===== config.mk =====
export PLATFORM = sky130hd
export DESIGN_NAME = page_worker_lru_table_unit
export DESIGN_NICKNAME = d
export VERILOG_FILES = /design/src/hdl/pwlru_pkg.sv /design/src/hdl/pwlru_ram.sv /design/src/hdl/pwlru_rank.sv /design/src/hdl/pwlru_scan.sv /design/src/hdl/page_worker_lru_table_unit.sv
export SDC_FILE = /design/constraint.sdc
export NUM_CORES = 1
export LEC_CHECK = 0
export ABC_AREA = 1
export BUFFER_PORTS_ARGS = -buffer_cell sky130_fd_sc_hd__clkbuf_2
export CAP_MARGIN = 20
export CORE_ASPECT_RATIO = 0.6
export CORE_MARGIN = 5
export CORE_UTILIZATION = 62
export DETAILED_ROUTE_END_ITERATION = 16
export GPL_TIMING_DRIVEN = 0
export PLACE_DENSITY = 0.8
export SYNTH_ARGS = -nofsm -noshare
export SYNTH_HDL_FRONTEND = slang
export SYNTH_SLANG_ARGS = --single-unit

===== constraint.sdc =====
create_clock -name clk -period 6.2 [get_ports clk]
set_input_delay 0.93 -clock clk [delete_from_list [all_inputs] [get_ports clk]]
set_output_delay 0.93 -clock clk [all_outputs]
set_load 0.005 [all_outputs]

===== src/hdl/pwlru_pkg.sv =====
`timescale 1ns / 1ps

package pwlru_pkg;

    // Table geometry
    localparam int ENTRIES   = 16;
    localparam int PAGE_BITS = 32;
    localparam int IDX_W     = $clog2(ENTRIES);
    localparam int AGE_W     = IDX_W;

    // Port field widths
    localparam int ID_W   = 32;
    localparam int SLOT_W = 4;

    // Rank of the least recently used entry in a full table
    localparam logic [AGE_W-1:0] AGE_OLDEST = AGE_W'(ENTRIES - 1);
    localparam logic [IDX_W-1:0] IDX_LAST   = IDX_W'(ENTRIES - 1);

    typedef logic [IDX_W-1:0]     idx_t;
    typedef logic [AGE_W-1:0]     age_t;
    typedef logic [PAGE_BITS-1:0] page_t;
    typedef age_t [ENTRIES-1:0]   age_arr_t;

    // Update order from the scan sequencer to the rank store
    typedef struct packed {
        logic en;
        logic hit;
        idx_t slot;
        age_t hit_age;
    } commit_t;

    // Eviction outcome of one item
    typedef struct packed {
        logic  evicted;
        page_t evict_page;
    } evict_t;

endpackage


===== src/hdl/pwlru_ram.sv =====
`timescale 1ns / 1ps

module pwlru_ram #(
    parameter int WIDTH = 32,
    parameter int DEPTH = 16
) (
    input  logic                     clk,
    input  logic                     we,
    input  logic [$clog2(DEPTH)-1:0] waddr,
    input  logic [WIDTH-1:0]         wdata,
    input  logic [$clog2(DEPTH)-1:0] raddr,
    output logic [WIDTH-1:0]         rdata
);

    logic [WIDTH-1:0] mem [DEPTH];
    logic [WIDTH-1:0] rdata_reg;

    // Write one word, read one word with registered output
    always_ff @(posedge clk)
    begin
        if (we)
        begin
            mem[waddr] <= wdata;
        end
        rdata_reg <= mem[raddr];
    end

    assign rdata = rdata_reg;

endmodule


===== src/hdl/pwlru_rank.sv =====
`timescale 1ns / 1ps

module pwlru_rank (
    input  logic               clk,
    input  logic               rst_n,
    input  pwlru_pkg::commit_t cmd,
    output logic [pwlru_pkg::ENTRIES-1:0] valid,
    output pwlru_pkg::age_arr_t           age
);

    logic [pwlru_pkg::ENTRIES-1:0] valid_reg;
    logic [pwlru_pkg::ENTRIES-1:0] valid_next;
    pwlru_pkg::age_arr_t           age_reg;
    pwlru_pkg::age_arr_t           age_next;

    // Update every entry's valid bit and recency rank in parallel
    always_comb
    begin
        valid_next = valid_reg;
        age_next   = age_reg;
        if (cmd.en)
        begin
            for (int i = 0; i < pwlru_pkg::ENTRIES; i++)
            begin
                if (pwlru_pkg::IDX_W'(i) == cmd.slot)
                begin
                    valid_next[i] = 1'b1;
                    age_next[i]   = '0;
                end
                else if (valid_reg[i] && (!cmd.hit || age_reg[i] < cmd.hit_age))
                begin
                    age_next[i] = age_reg[i] + 1'b1;
                end
            end
        end
    end

    always_ff @(posedge clk or negedge rst_n)
    begin
        if (!rst_n)
        begin
            valid_reg <= '0;
            age_reg   <= '0;
        end
        else
        begin
            valid_reg <= valid_next;
            age_reg   <= age_next;
        end
    end

    assign valid = valid_reg;
    assign age   = age_reg;

`ifndef SYNTHESIS
    // A committed slot is valid and most recent afterwards
    assert property (@(posedge clk) disable iff (!rst_n)
        cmd.en |=> valid_reg[$past(cmd.slot)] && age_reg[$past(cmd.slot)] == '0)
        else $error("committed slot not valid with rank zero");

    // Valid bits never drop
    assert property (@(posedge clk) disable iff (!rst_n)
        $countones(valid_reg) >= $countones($past(valid_reg)))
        else $error("valid entry lost");
`endif

endmodule


===== src/hdl/pwlru_scan.sv =====
`timescale 1ns / 1ps

module pwlru_scan (
    input  logic                          clk,
    input  logic                          rst_n,
    input  logic                          start,
    output logic                          busy,
    input  pwlru_pkg::page_t              page,
    output pwlru_pkg::idx_t               ram_raddr,
    input  pwlru_pkg::page_t              ram_rdata,
    input  logic [pwlru_pkg::ENTRIES-1:0] valid,
    input  pwlru_pkg::age_arr_t           age,
    output pwlru_pkg::commit_t            cmd,
    output pwlru_pkg::evict_t             evict
);

    typedef enum logic [3:0] {
        ST_IDLE   = 4'b0001,
        ST_SCAN   = 4'b0010,
        ST_LAST   = 4'b0100,
        ST_COMMIT = 4'b1000
    } state_t;

    state_t            state_reg, state_next;
    pwlru_pkg::idx_t   cnt_reg, cnt_next;
    logic              cmp_en_reg, cmp_en_next;
    pwlru_pkg::idx_t   cmp_idx_reg, cmp_idx_next;
    logic              found_reg, found_next;
    pwlru_pkg::idx_t   hit_slot_reg, hit_slot_next;
    pwlru_pkg::age_t   hit_age_reg, hit_age_next;
    logic              free_reg, free_next;
    pwlru_pkg::idx_t   free_slot_reg, free_slot_next;
    pwlru_pkg::idx_t   lru_slot_reg, lru_slot_next;
    pwlru_pkg::page_t  lru_page_reg, lru_page_next;
    logic              cur_valid;
    pwlru_pkg::age_t   cur_age;

    // Entry under comparison, the read address of the previous cycle
    assign cur_valid = valid[cmp_idx_reg];
    assign cur_age   = age[cmp_idx_reg];

    always_comb
    begin
        state_next     = state_reg;
        cnt_next       = cnt_reg;
        cmp_en_next    = cmp_en_reg;
        cmp_idx_next   = cmp_idx_reg;
        found_next     = found_reg;
        hit_slot_next  = hit_slot_reg;
        hit_age_next   = hit_age_reg;
        free_next      = free_reg;
        free_slot_next = free_slot_reg;
        lru_slot_next  = lru_slot_reg;
        lru_page_next  = lru_page_reg;

        // Sequence the walk over all entries
        case (state_reg)
            ST_IDLE:
            begin
                if (start)
                begin
                    state_next    = ST_SCAN;
                    cnt_next      = '0;
                    found_next    = 1'b0;
                    free_next     = 1'b0;
                    lru_slot_next = '0;
                    lru_page_next = '0;
                end
            end
            ST_SCAN:
            begin
                cnt_next     = cnt_reg + 1'b1;
                cmp_en_next  = 1'b1;
                cmp_idx_next = cnt_reg;
                if (cnt_reg == pwlru_pkg::IDX_LAST)
                begin
                    state_next = ST_LAST;
                end
            end
            ST_LAST:
            begin
                cmp_en_next = 1'b0;
                state_next  = ST_COMMIT;
            end
            ST_COMMIT:
            begin
                state_next = ST_IDLE;
            end
            default:
            begin
                state_next  = ST_IDLE;
                cmp_en_next = 1'b0;
            end
        endcase

        // Compare one entry: first match, first free slot, oldest entry
        if (cmp_en_reg)
        begin
            if (!found_reg && cur_valid && ram_rdata == page)
            begin
                found_next    = 1'b1;
                hit_slot_next = cmp_idx_reg;
                hit_age_next  = cur_age;
            end
            if (!free_reg && !cur_valid)
            begin
                free_next      = 1'b1;
                free_slot_next = cmp_idx_reg;
            end
            if (cur_valid && cur_age == pwlru_pkg::AGE_OLDEST)
            begin
                lru_slot_next = cmp_idx_reg;
                lru_page_next = ram_rdata;
            end
        end
    end

    always_ff @(posedge clk or negedge rst_n)
    begin
        if (!rst_n)
        begin
            state_reg  <= ST_IDLE;
            cnt_reg    <= '0;
            cmp_en_reg <= 1'b0;
            found_reg  <= 1'b0;
            free_reg   <= 1'b0;
        end
        else
        begin
            state_reg  <= state_next;
            cnt_reg    <= cnt_next;
            cmp_en_reg <= cmp_en_next;
            found_reg  <= found_next;
            free_reg   <= free_next;
        end
    end

    // Hold scan payload
    always_ff @(posedge clk)
    begin
        cmp_idx_reg   <= cmp_idx_next;
        hit_slot_reg  <= hit_slot_next;
        hit_age_reg   <= hit_age_next;
        free_slot_reg <= free_slot_next;
        lru_slot_reg  <= lru_slot_next;
        lru_page_reg  <= lru_page_next;
    end

    assign busy      = (state_reg != ST_IDLE);
    assign ram_raddr = cnt_reg;

    // Pick the slot: hit, else lowest free, else least recently used
    always_comb
    begin
        cmd.en      = (state_reg == ST_COMMIT);
        cmd.hit     = found_reg;
        cmd.hit_age = hit_age_reg;
        if (found_reg)
        begin
            cmd.slot = hit_slot_reg;
        end
        else if (free_reg)
        begin
            cmd.slot = free_slot_reg;
        end
        else
        begin
            cmd.slot = lru_slot_reg;
        end
        evict.evicted    = !found_reg && !free_reg;
        evict.evict_page = lru_page_reg;
    end

endmodule


===== src/hdl/page_worker_lru_table_unit.sv =====
`timescale 1ns / 1ps

// Page-to-worker LRU table, fully associative, 16 entries.
// Request channel: drive page_id and req_type with start high; the item is
// taken at a rising edge where start is high and busy is low. busy stays high
// while the item is looked up and the table is updated.
// Result channel: done is high for exactly one cycle with slot, hit, evicted,
// evicted_page, kind_out and page_out valid in that cycle. The receiver
// cannot stall; the result must be taken in that cycle.
// done rises once the walk over all entries and the commit are over. A new
// item can be taken from the cycle in which done is high, as busy is low
// then. The walk over the page store: one comparator checks one entry per
// cycle through a single RAM read port, behind the registered RAM read; a
// commit state then updates the table, and the result register then holds
// the item for the cycle in which done is high.
// Reset: all entries become free and all ranks zero; the page store itself
// is not cleared, as only valid entries are ever compared.
module page_worker_lru_table_unit (
    input  logic        clk,
    input  logic        rst_n,
    input  logic        start,
    output logic        busy,
    input  logic [31:0] page_id,
    input  logic        req_type,
    output logic        done,
    output logic [3:0]  slot,
    output logic        hit,
    output logic        evicted,
    output logic [31:0] evicted_page,
    output logic        kind_out,
    output logic [31:0] page_out
);

    logic                              accept;
    logic [pwlru_pkg::ID_W-1:0]        req_page_reg;
    logic                              req_kind_reg;
    pwlru_pkg::idx_t                   ram_raddr;
    pwlru_pkg::page_t                  ram_rdata;
    logic [pwlru_pkg::ENTRIES-1:0]     valid;
    pwlru_pkg::age_arr_t               age;
    pwlru_pkg::commit_t                cmd;
    pwlru_pkg::evict_t                 evict;
    logic                              done_reg;
    logic [pwlru_pkg::SLOT_W-1:0]      slot_reg;
    logic                              hit_reg;
    logic                              evicted_reg;
    logic [pwlru_pkg::ID_W-1:0]        evicted_page_reg;
    logic                              kind_out_reg;
    logic [pwlru_pkg::ID_W-1:0]        page_out_reg;

    assign accept = start && !busy;

    // Latch the request item
    always_ff @(posedge clk)
    begin
        if (accept)
        begin
            req_page_reg <= page_id;
            req_kind_reg <= req_type;
        end
    end

    pwlru_ram #(
        .WIDTH (pwlru_pkg::PAGE_BITS),
        .DEPTH (pwlru_pkg::ENTRIES)
    ) u_page_ram (
        .clk   (clk),
        .we    (cmd.en && !cmd.hit),
        .waddr (cmd.slot),
        .wdata (pwlru_pkg::PAGE_BITS'(req_page_reg)),
        .raddr (ram_raddr),
        .rdata (ram_rdata)
    );

    pwlru_scan u_scan (
        .clk       (clk),
        .rst_n     (rst_n),
        .start     (start),
        .busy      (busy),
        .page      (pwlru_pkg::PAGE_BITS'(req_page_reg)),
        .ram_raddr (ram_raddr),
        .ram_rdata (ram_rdata),
        .valid     (valid),
        .age       (age),
        .cmd       (cmd),
        .evict     (evict)
    );

    pwlru_rank u_rank (
        .clk   (clk),
        .rst_n (rst_n),
        .cmd   (cmd),
        .valid (valid),
        .age   (age)
    );

    // Strobe the result for one cycle
    always_ff @(posedge clk or negedge rst_n)
    begin
        if (!rst_n)
        begin
            done_reg <= 1'b0;
        end
        else
        begin
            done_reg <= cmd.en;
        end
    end

    // Register the result item
    always_ff @(posedge clk)
    begin
        if (cmd.en)
        begin
            slot_reg     <= pwlru_pkg::SLOT_W'(cmd.slot);
            hit_reg      <= cmd.hit;
            evicted_reg  <= evict.evicted;
            kind_out_reg <= req_kind_reg;
            page_out_reg <= req_page_reg;
            if (evict.evicted)
            begin
                evicted_page_reg <= pwlru_pkg::ID_W'(evict.evict_page);
            end
            else
            begin
                evicted_page_reg <= '0;
            end
        end
    end

    assign done         = done_reg;
    assign slot         = slot_reg;
    assign hit          = hit_reg;
    assign evicted      = evicted_reg;
    assign evicted_page = evicted_page_reg;
    assign kind_out     = kind_out_reg;
    assign page_out     = page_out_reg;

`ifndef SYNTHESIS
    // A result is only shown once the lookup is over
    assert property (@(posedge clk) disable iff (!rst_n)
        done |-> !busy)
        else $error("result strobe while busy");

    // A hit never evicts
    assert property (@(posedge clk) disable iff (!rst_n)
        (done && hit) |-> !evicted)
        else $error("hit reported with eviction");

    // An accepted item starts a lookup and no result follows at once
    assert property (@(posedge clk) disable iff (!rst_n)
        accept |=> busy && !done)
        else $error("accepted item did not start a lookup");
`endif

endmodule

**Word level (Yosys, flattened, before mapping)**

Memory sizes are Yosys's and may differ from the RTL's. A register that Yosys moved wholly into a read port is not among the register bits.
Cells that the tools add are included.

- Add/subtract/negate cells: 17
- Order comparisons: 17
- Equal/unequal tests: 25
- Multiplexer cells: 62
- Reductions and logical operators: 98

Operators by type and width:

| kind | number |
|---|---|
| $mux 4 | 42 |
| $mux 32 | 4 |
| $reduce_and 2->1 | 36 |
| $add 4x1->4 const B | 17 |
| $lt 4x4->1 | 16 |
| $reduce_bool 2->1 | 17 |
| $eq 32x32->1 | 1 |
| $eq 4x4->1 const A | 8 |
| $logic_and 1x1->1 | 23 |
| $bmux 4 s4 | 1 |
| $eq 3x4->1 const A | 4 |
| $logic_or 1x1->1 | 16 |
| $eq 4x4->1 const B | 3 |
| $pmux 4 s3 | 1 |
| $mux 1 | 11 |
| $eq 2x4->1 const A | 2 |
| $pmux 4 s2 | 1 |
| $lt 4x5->1 const B | 1 |
| $bmux 1 s4 | 1 |
| $eq 1x4->1 const A | 1 |
| $eq 4x1->1 const B | 1 |
| $eq 4x2->1 const B | 1 |
| $eq 4x3->1 const B | 1 |
| $logic_not 1->1 | 4 |
| 6 further kinds | 6 |

- Flip-flop bits (word level): 248
- Memory bits (writable): 512
- Logic and storage cells: 272
- Memories: 1

Memories:

| name | words | width | read ports | clocked after Yosys merged registers in | wr ports | line | RTL |
|---|---|---|---|---|---|---|---|
| u_page_ram.mem | 16 | 32 | 1 | 1 | 1 | pwlru_ram.sv:15 | `logic [WIDTH-1:0] mem [DEPTH];` |

**Logic depth before layout (Yosys ltp)**

Gate-level depths: netlist (run 1).

- Word-level depth: 6
- Mapped depth: 14
- Gate-level depth less buffers: 11

**By module**

A second synthesis (run 1) with hierarchy kept.

- Cells, all modules: 3,728
- Area total of the unflattened synthesis: 36,194.7 um2

Modules (own cells, without submodules):

| module | times used | cells an instance | area an instance (um2) |
|---|---|---|---|
| pwlru_ram | 1 | 2,120 | 22,730.6 |
| pwlru_rank | 1 | 732 | 5,693.0 |
| pwlru_scan | 1 | 700 | 4,334.2 |
| page_worker_lru_table_unit | 1 | 176 | 3,437.0 |

**Worst setup path before layout (run 1)**

OpenSTA, ideal clock, no wires.

- Kind: reg-to-reg
- Start point: reg u_scan.state_reg[1]
- End point: mem u_page_ram.mem[14][0], enable pin
- Arrival: 4.971 ns
- Data required time: 5.779 ns
- Setup slack: 0.808 ns
- Stages on the path, launching flop included: 7
- Buffers on the path: 1
- Period minus slack after synthesis: 5.392 ns
- Path through: dfrtp_1 > nor2_1 > nand3_2 > clkinv_1 > clkbuf_1 > nand2_1 > nor2_1

RTL lines:

| item | line | RTL |
|---|---|---|
| from (decl) | pwlru_scan.sv:24 | `state_t state_reg, state_next;` |
| from (signal assigned) | pwlru_scan.sv:130 | `state_reg <= state_next;` |
| to (decl) | pwlru_ram.sv:15 |  |

==> results.md, run 1 <==
* Distinct cells, synth at 42
* Critical path endpoint category: register
* Die Y at 188 µm
* Largest register FFs at 512
* Final WL at 101 mm
* Run status: complete, no violations
* GRT Total Usage at 0.345
* Mean Syn Cell Area at 11.5 µm²
* Total number of vias at 24,500
* IO buf count at 108
* Crit path launch type: register
* Worst-path clk slew at 0.07 ns
* Slew at the pin with the worst max-slew slack at 1.22 ns
* Clk sinks at 792
* Global route total overflow at 0
* Top cells by area, synth: edfxtp_1, dfrtp_1, nand2_1
* Met3 Use GR at 0.111
* PD cells at 371 nW/µm²
* Placer congestion estimate at 0.960
* Initial Util at 0.625
* Critical-path maximum fanout at 55
* Share of cells above drive strength 1 at 0.102
* Setup bufs post-CTS at 0
* Max Freq at 274 MHz
* # diodes at 0
* RSZ-0062 raised after global routing: false
* Min cycle time layout at 3.65 ns
* Register area share after synthesis at 0.692
* CTS tree: yes
* Clk buf depth at 3
* First-pass GRT wire length at 148 mm
* Endpoints failing setup at 0
* Placed cell areas at 34,700 µm²
* Fill cell count at 3,579
* Maximum vdd drop at 0.315 mV
* Routed len/inst at 26.3 µm
* Worst Path Class, Setup: reg -> reg
* CTS Buf Count at 71
* Layout Cells excl Fill at 3,820
* Area leader, netlist: edfxtp_1
* Max-Cap Viols at 0
* IO Pins at 109
* Largest net degree at the start of global routing at 56
* Syn_nets at 2,957
* Hold WC Path Type: in -> async
* Worst path required time at 6.50 ns
* Iteration-0 DRC Markers at 4,036
* H-tree levels at 3
* Rel. slew slack at 0.188
* Initial antenna violation count at 3
* Mapped Area at 32,700 µm²
* Clk_skew at 0.0247 ns
* Grt met2 use at 0.485
* Leakage at 0.0143 µW
* Post-synth EDFFs at 632
* Die width at 307 µm
* Dpl cells at 3,687
* Post-route DRC at 0
* Via/cell ratio at 6.42
* Antenna viol nets, final at 0
* Design Area, Final at 37,100 µm²
* Final Cycle Share at 0.588
* Crit path DAT at 3.95 ns
* Vias in the first global route at 24,100
* Global routing usage on met1 at 0.515
* Die area at 57,600 µm²
* Ys Warns at 0
* Post-synth top cells: edfxtp_1, nand2_1, nor2_1, o21ai_0, nand3_1
* Grt peak-use layer: met1
* Clock root buffer: clkbuf_16
* Synthesized instance count at 2,856
* Placeable core area at 52,400 µm²
* Top cell type's share of synthesized area at 0.580
* Main synth FF type: edfxtp_1
* Row count at 65
* Post-synthesis register bit count at 792
* Most numerous cell in the Yosys netlist: edfxtp_1
* DP HPWL at 69.0 mm
* 1st-pass router iterations at 6
* Post-CTS sizing at 0
* # hold bufs at CTS at 0
* Post-synth ARST share at 0.116
* Final net count at 3,160
* Final max-slew violation count at 0
* Latest clock arrival within the worst-skew pair at 0.62 ns
* Final hold vios at 0
* Synth-to-Final Area Change at 13.5%
critical path, stage by stage, from the launching register on:
cell	delay, ns
dfrtp_1	0.41
nor2_1	0.12
nand3_2	0.32
clkinv_1	0.35
clkbuf_4	0.64
buf_16	0.32
nand2_1	0.24
nor2_4	0.60
buf_16	0.26
report_power, final:
part	internal, µW	switching [µW]	total [µW]
Combinational	609	1850	2460
Clock	2610	1990	4600
Sequential	6180	552	6730
Total	9400	4390	13800
worst paths after layout:
check                                    endpoint  cells after the start                 from  slack (ns)
max                        u_page_ram.mem[14][12]                      8  u_scan.state_reg[1]        2.55
min in group clk                         kind_out                      0         req_kind_reg        0.43
max in group asynchronous          u_rank.age[55]                      2                rst_n        5.10
min reg2reg                              kind_out                      0         req_kind_reg        0.43
max reg2reg                u_page_ram.mem[14][12]                      8  u_scan.state_reg[1]        2.55
min                              u_rank.valid[11]                      1                rst_n        0.39
cells in the final DEF (no fill, tap or decap), types with 39 or more instances in the layout:
| cell | netlist | layout |
|---|---|---|
| o22ai_1 | 45 | 45 |
| edfxtp_1 | 632 | 632 |
| nand3_1 | 238 | 238 |
| clkbuf_16 | 0 | 72 |
| nor2_1 | 292 | 276 |
| a21oi_1 | 108 | 108 |
| clkbuf_2 | 0 | 108 |
| dfxtp_1 | 68 | 68 |
| ha_1 | 65 | 65 |
| o21ai_0 | 245 | 245 |
| dfrtp_1 | 91 | 91 |
| inv_1 | 174 | 174 |
| a221oi_1 | 39 | 39 |
| nand2_1 | 539 | 539 |
| clkbuf_1 | 90 | 106 |
layout make-up:
| class | instances | area (µm²) | area share |
|---|---|---|---|
| Buffer | 132 | 576 | 0.0155 |
| Clock buffer | 92 | 1900 | 0.0511 |
| Clock inverter | 39 | 504 | 0.0136 |
| Inverter | 183 | 689 | 0.0186 |
| Multi-Input combinational cell | 1749 | 8940 | 0.241 |
| Sequential cell | 792 | 22600 | 0.610 |
| Tap cell | 703 | 880 | 0.0237 |
| Timing Repair Buffer | 130 | 1020 | 0.0274 |
routing by layer:
metal	share of wire	vias up
li1	-	10500
met1	0.39	11900
met2	0.42	1890
met3	0.16	246
met4	0.032	6
met5	0.00044	-
kinds of logic after synthesis:
logic type	Yosys count	synth area share
AND/OR/NAND/NOR	1155	0.149
AO/OA/AOI/OAI	492	0.0859
adder cells (fa/ha/maj)	65	0.0249
flip-flops	792	0.692
buffers and inverters	315	0.0385
XOR/XNOR	37	0.00990
through the flow:
stage / util / power, µW / setup WS [ns] / TNS [ns] / hold WS, ns
6_report: 0.709 / 13800 / 2.55 / 0 / 0.386
5_1_grt: 0.709 / 14200 / 2.38 / 0 / 0.440
4_1_cts: 0.709 / 13600 / 2.61 / 0 / 0.402
3_5_place_dp: 0.663 / 9110 / 2.65 / 0 / 0.413
3_3_place_gp: 0.652 / 9030 / -3.13 / -711.00 / 0.417
2_1_floorplan: - / 7860 / 0.808 / 0 / 0.400
Note: power is estimated with default switching activity, not from simulation.
==> run 2: changes to the inputs <==
--- a/config.mk
+++ b/config.mk
@@ -5,7 +5,7 @@
 export SDC_FILE = /design/constraint.sdc
 export NUM_CORES = 1
 export LEC_CHECK = 0
-export ABC_AREA = 1
+export ABC_AREA = 0
 export BUFFER_PORTS_ARGS = -buffer_cell sky130_fd_sc_hd__clkbuf_2
 export CAP_MARGIN = 20
 export CORE_ASPECT_RATIO = 0.6
==> constraint.sdc (replaced) <==
create_clock -name clk -period 3.6 [get_ports clk]
set_input_delay 0.54 -clock clk [delete_from_list [all_inputs] [get_ports clk]]
set_output_delay 0.54 -clock clk [all_outputs]
set_load 0.005 [all_outputs]
==> results.md, run 2 <==
* 1st-pass router iterations at 6
* Post-place setup slack at -0.634 ns
* Met3 WL at 13.9 mm
* Post-synthesis xor/xnor area fraction at 0.0150
* Most frequent cells in the layout: edfxtp_1, nand2_1, mux2i_1
* Tot Pwr at 21,900 µW
* Rel. slew slack at 0.243
* Worst Path Class, Setup: reg -> reg
* CTS tree: yes
* CTS Buf Count at 69
* Delay-heaviest family, CP: simple AND/OR/NAND/NOR gates
* Run status: complete, no violations
* Max-Cap Viols at 0
* PD cells at 593 nW/µm²
* Iteration-0 DRC Markers at 3,084
* Min cycle time layout at 3.53 ns
* Commonest non-fill, non-tap cell in the layout: edfxtp_1
* Synth-to-Final Area Change at 15.2%
* Vias in the first global route at 19,300
* Crit path DAT at 3.84 ns
* Dpl cells at 2,802
* Via/cell ratio at 6.59
* Most numerous cell in the Yosys netlist: edfxtp_1
* Endpoints failing setup at 0
* Final net count at 2,299
* Crit path launch type: register
* Final Cycle Share at 0.982
* Die Y at 186 µm
* Latest clock arrival within the worst-skew pair at 0.61 ns
* Initial Util at 0.628
* Post-synth ARST share at 0.116
* H-tree levels at 3
* Worst path bufs/invs at 4
* Area leader, netlist: edfxtp_1
* Initial antenna violation count at 1
* Synth Area in Adders at 0.0254
* Post-synth EDFFs at 632
* CP cell instances: clkbuf_1 -> nand2_1 -> o21a_1 -> clkinv_1 -> nand2_1 -> nor3_4 -> buf_8 -> buf_16
* Final hold vios at 0
* Hold WC Path Type: in -> async
* Top cells by area, synth: edfxtp_1, dfrtp_1, mux4_2
* Critical-path maximum fanout at 14
* Top cell by count, worst path: nand2_1
* Synth Area in Compound Gates at 0.0725
* Met2 wire length at 35.7 mm
* Routed len/inst at 28.8 µm
* Slowest CP cell: nor3_4
* Synthesized instance count at 1,970
* Maximum vdd drop at 0.396 mV
* Register area share after synthesis at 0.707
* IO Pins at 109
* Post-synth top cells: edfxtp_1, nand2_1, mux2i_1, dfrtp_1, mux4_2
* Clk_skew at 0.0249 ns
* Placeable core area at 51,000 µm²
* Main synth FF type: edfxtp_1
* Post-route DRC at 0
* Clk buf depth at 3
* Placer congestion estimate at 0.956
* Distinct cells, synth at 60
* Top cell type's share of synthesized area at 0.592
* Antenna viol nets, final at 0
* Setup ws final at 0.0658 ns
* Total number of vias at 19,400
* DP HPWL at 55.7 mm
* Max Freq at 283 MHz
* Largest net degree at the start of global routing at 53
* Worst-path clk slew at 0.07 ns
* Leakage at 0.0137 µW
* Post-synthesis register bit count at 792
* IO buf count at 108
* Max incr delay on CP at 0.77 ns
* Highest metal used: met5
* GRT Total Usage at 0.300
* Clock root buffer: clkbuf_16
* Largest register FFs at 512
* Worst path required time at 3.90 ns
* Syn_nets at 2,071
* Slew at the pin with the worst max-slew slack at 1.14 ns
* Worst hold slack at 0.0190 ns
* Mean Syn Cell Area at 16.3 µm²
* Mux share of post-synthesis cell area at 0.108
* Critical path endpoint category: register
* Final WL at 84.8 mm
* Mapped Area at 32,000 µm²
* Layout Cells excl Fill at 2,947
* Met1 WL at 32.5 mm
* Final max-slew violation count at 0
* Fill cell count at 2,987
* Share of cells above drive strength 1 at 0.220
* Row count at 64
* Global route total overflow at 0
* Synth Area in Simple Gates at 0.0569
* Die area at 56,500 µm²
* Largest family of logic cells by synthesized area: multiplexers
* Ys Warns at 0
* First-pass GRT wire length at 123 mm
* Setup TNS at 0 ns
* Clk sinks at 792
* Die width at 304 µm
run 2: changes by cell type in the layout (fill, tap and decap cells not counted), moves of 49 or more:
cell,before,now
nand2_1,539,173
nand3_1,238,20
nor2_1,276,62
o21ai_0,245,78
inv_1,174,11
mux2i_1,0,117
mux4_2,0,79
clkbuf_1,106,55
a21oi_1,108,59
run 2: final timing paths:
| check | start | to | slack (ns) | depth (start not counted) |
|---|---|---|---|---|
| setup / recovery | u_scan.found_reg | u_page_ram.mem[1][22] | 0.07 | 8 |
| hold / removal | rst_n | u_rank.age[5] | 0.02 | 1 |
| setup reg to reg | u_scan.found_reg | u_page_ram.mem[1][22] | 0.07 | 8 |
| hold reg to reg | req_kind_reg | kind_out | 0.43 | 0 |
| max in group asynchronous | rst_n | u_rank.age[47] | 2.83 | 2 |
| min in group clk | page_id[27] | req_page_reg[27] | 0.11 | 1 |
run 2: cell families (layout without fill, tap and decap cells):
logic type	count (synthesis)	count (layout)
XOR/XNOR	55	55
AO/OA/AOI/OAI	339	339
other	0	1
buffers and inverters	98	380
multiplexers	233	233
flip-flops	792	792
adder cells (fa/ha/maj)	65	65
AND/OR/NAND/NOR	388	389
run 2: per-stage QoR:
step / instance area, µm² / utilization
after CTS: 36700 / 0.720
after detailed placement: 34200 / 0.671
after global routing: 36900 / 0.723
after global placement: 33500 / 0.657
final: 36900 / 0.724
after floorplan: 32100 / -
run 2: what timing repair did:
action,4_1_cts,5_1_grt
hold buffers,0,0
setup buffers,4,12
gates cloned,1,0
endpoints found under the hold margin,0,0
pin swaps,3,8
gates resized for setup,10,3
endpoints found under the setup margin,399,162
run 2: worst reg2reg max path: stages (launching register included):
cell	delay, ns
dfrtp_1	0.48
clkbuf_1	0.47
nand2_1	0.15
o21a_1	0.21
clkinv_1	0.21
nand2_1	0.46
nor3_4	0.77
buf_8	0.28
buf_16	0.19
run 2: cell type report:
class / count / area (µm²) / area share
antenna: 1 / 2.50 / 0.0000678
buffer: 84 / 467 / 0.0126
clock buffer: 86 / 1870 / 0.0508
clock inverter: 40 / 490 / 0.0133
inverter: 14 / 52.6 / 0.00142
multi-input combinational: 1081 / 9080 / 0.246
sequential: 792 / 22600 / 0.614
tap: 693 / 867 / 0.0235
timing repair buffer: 156 / 1430 / 0.0386
run 2: power breakdown:
part / internal, µW / total [µW] / switching (µW) / leakage, µW
Clock: 4450 / 7820 / 3370 / 0.00114
Combinational: 1030 / 2710 / 1680 / 0.00504
Sequential: 10500 / 11400 / 848 / 0.00753
run 2: routing by layer:
| layer | up-vias | track usage |
|---|---|---|
| met3 | 235 | 0.133 |
| met4 | 4 | 0.0908 |
| met1 | 9550 | 0.426 |
| met2 | 1554 | 0.428 |
| met5 | - | 0 |
| li1 | 8075 | - |
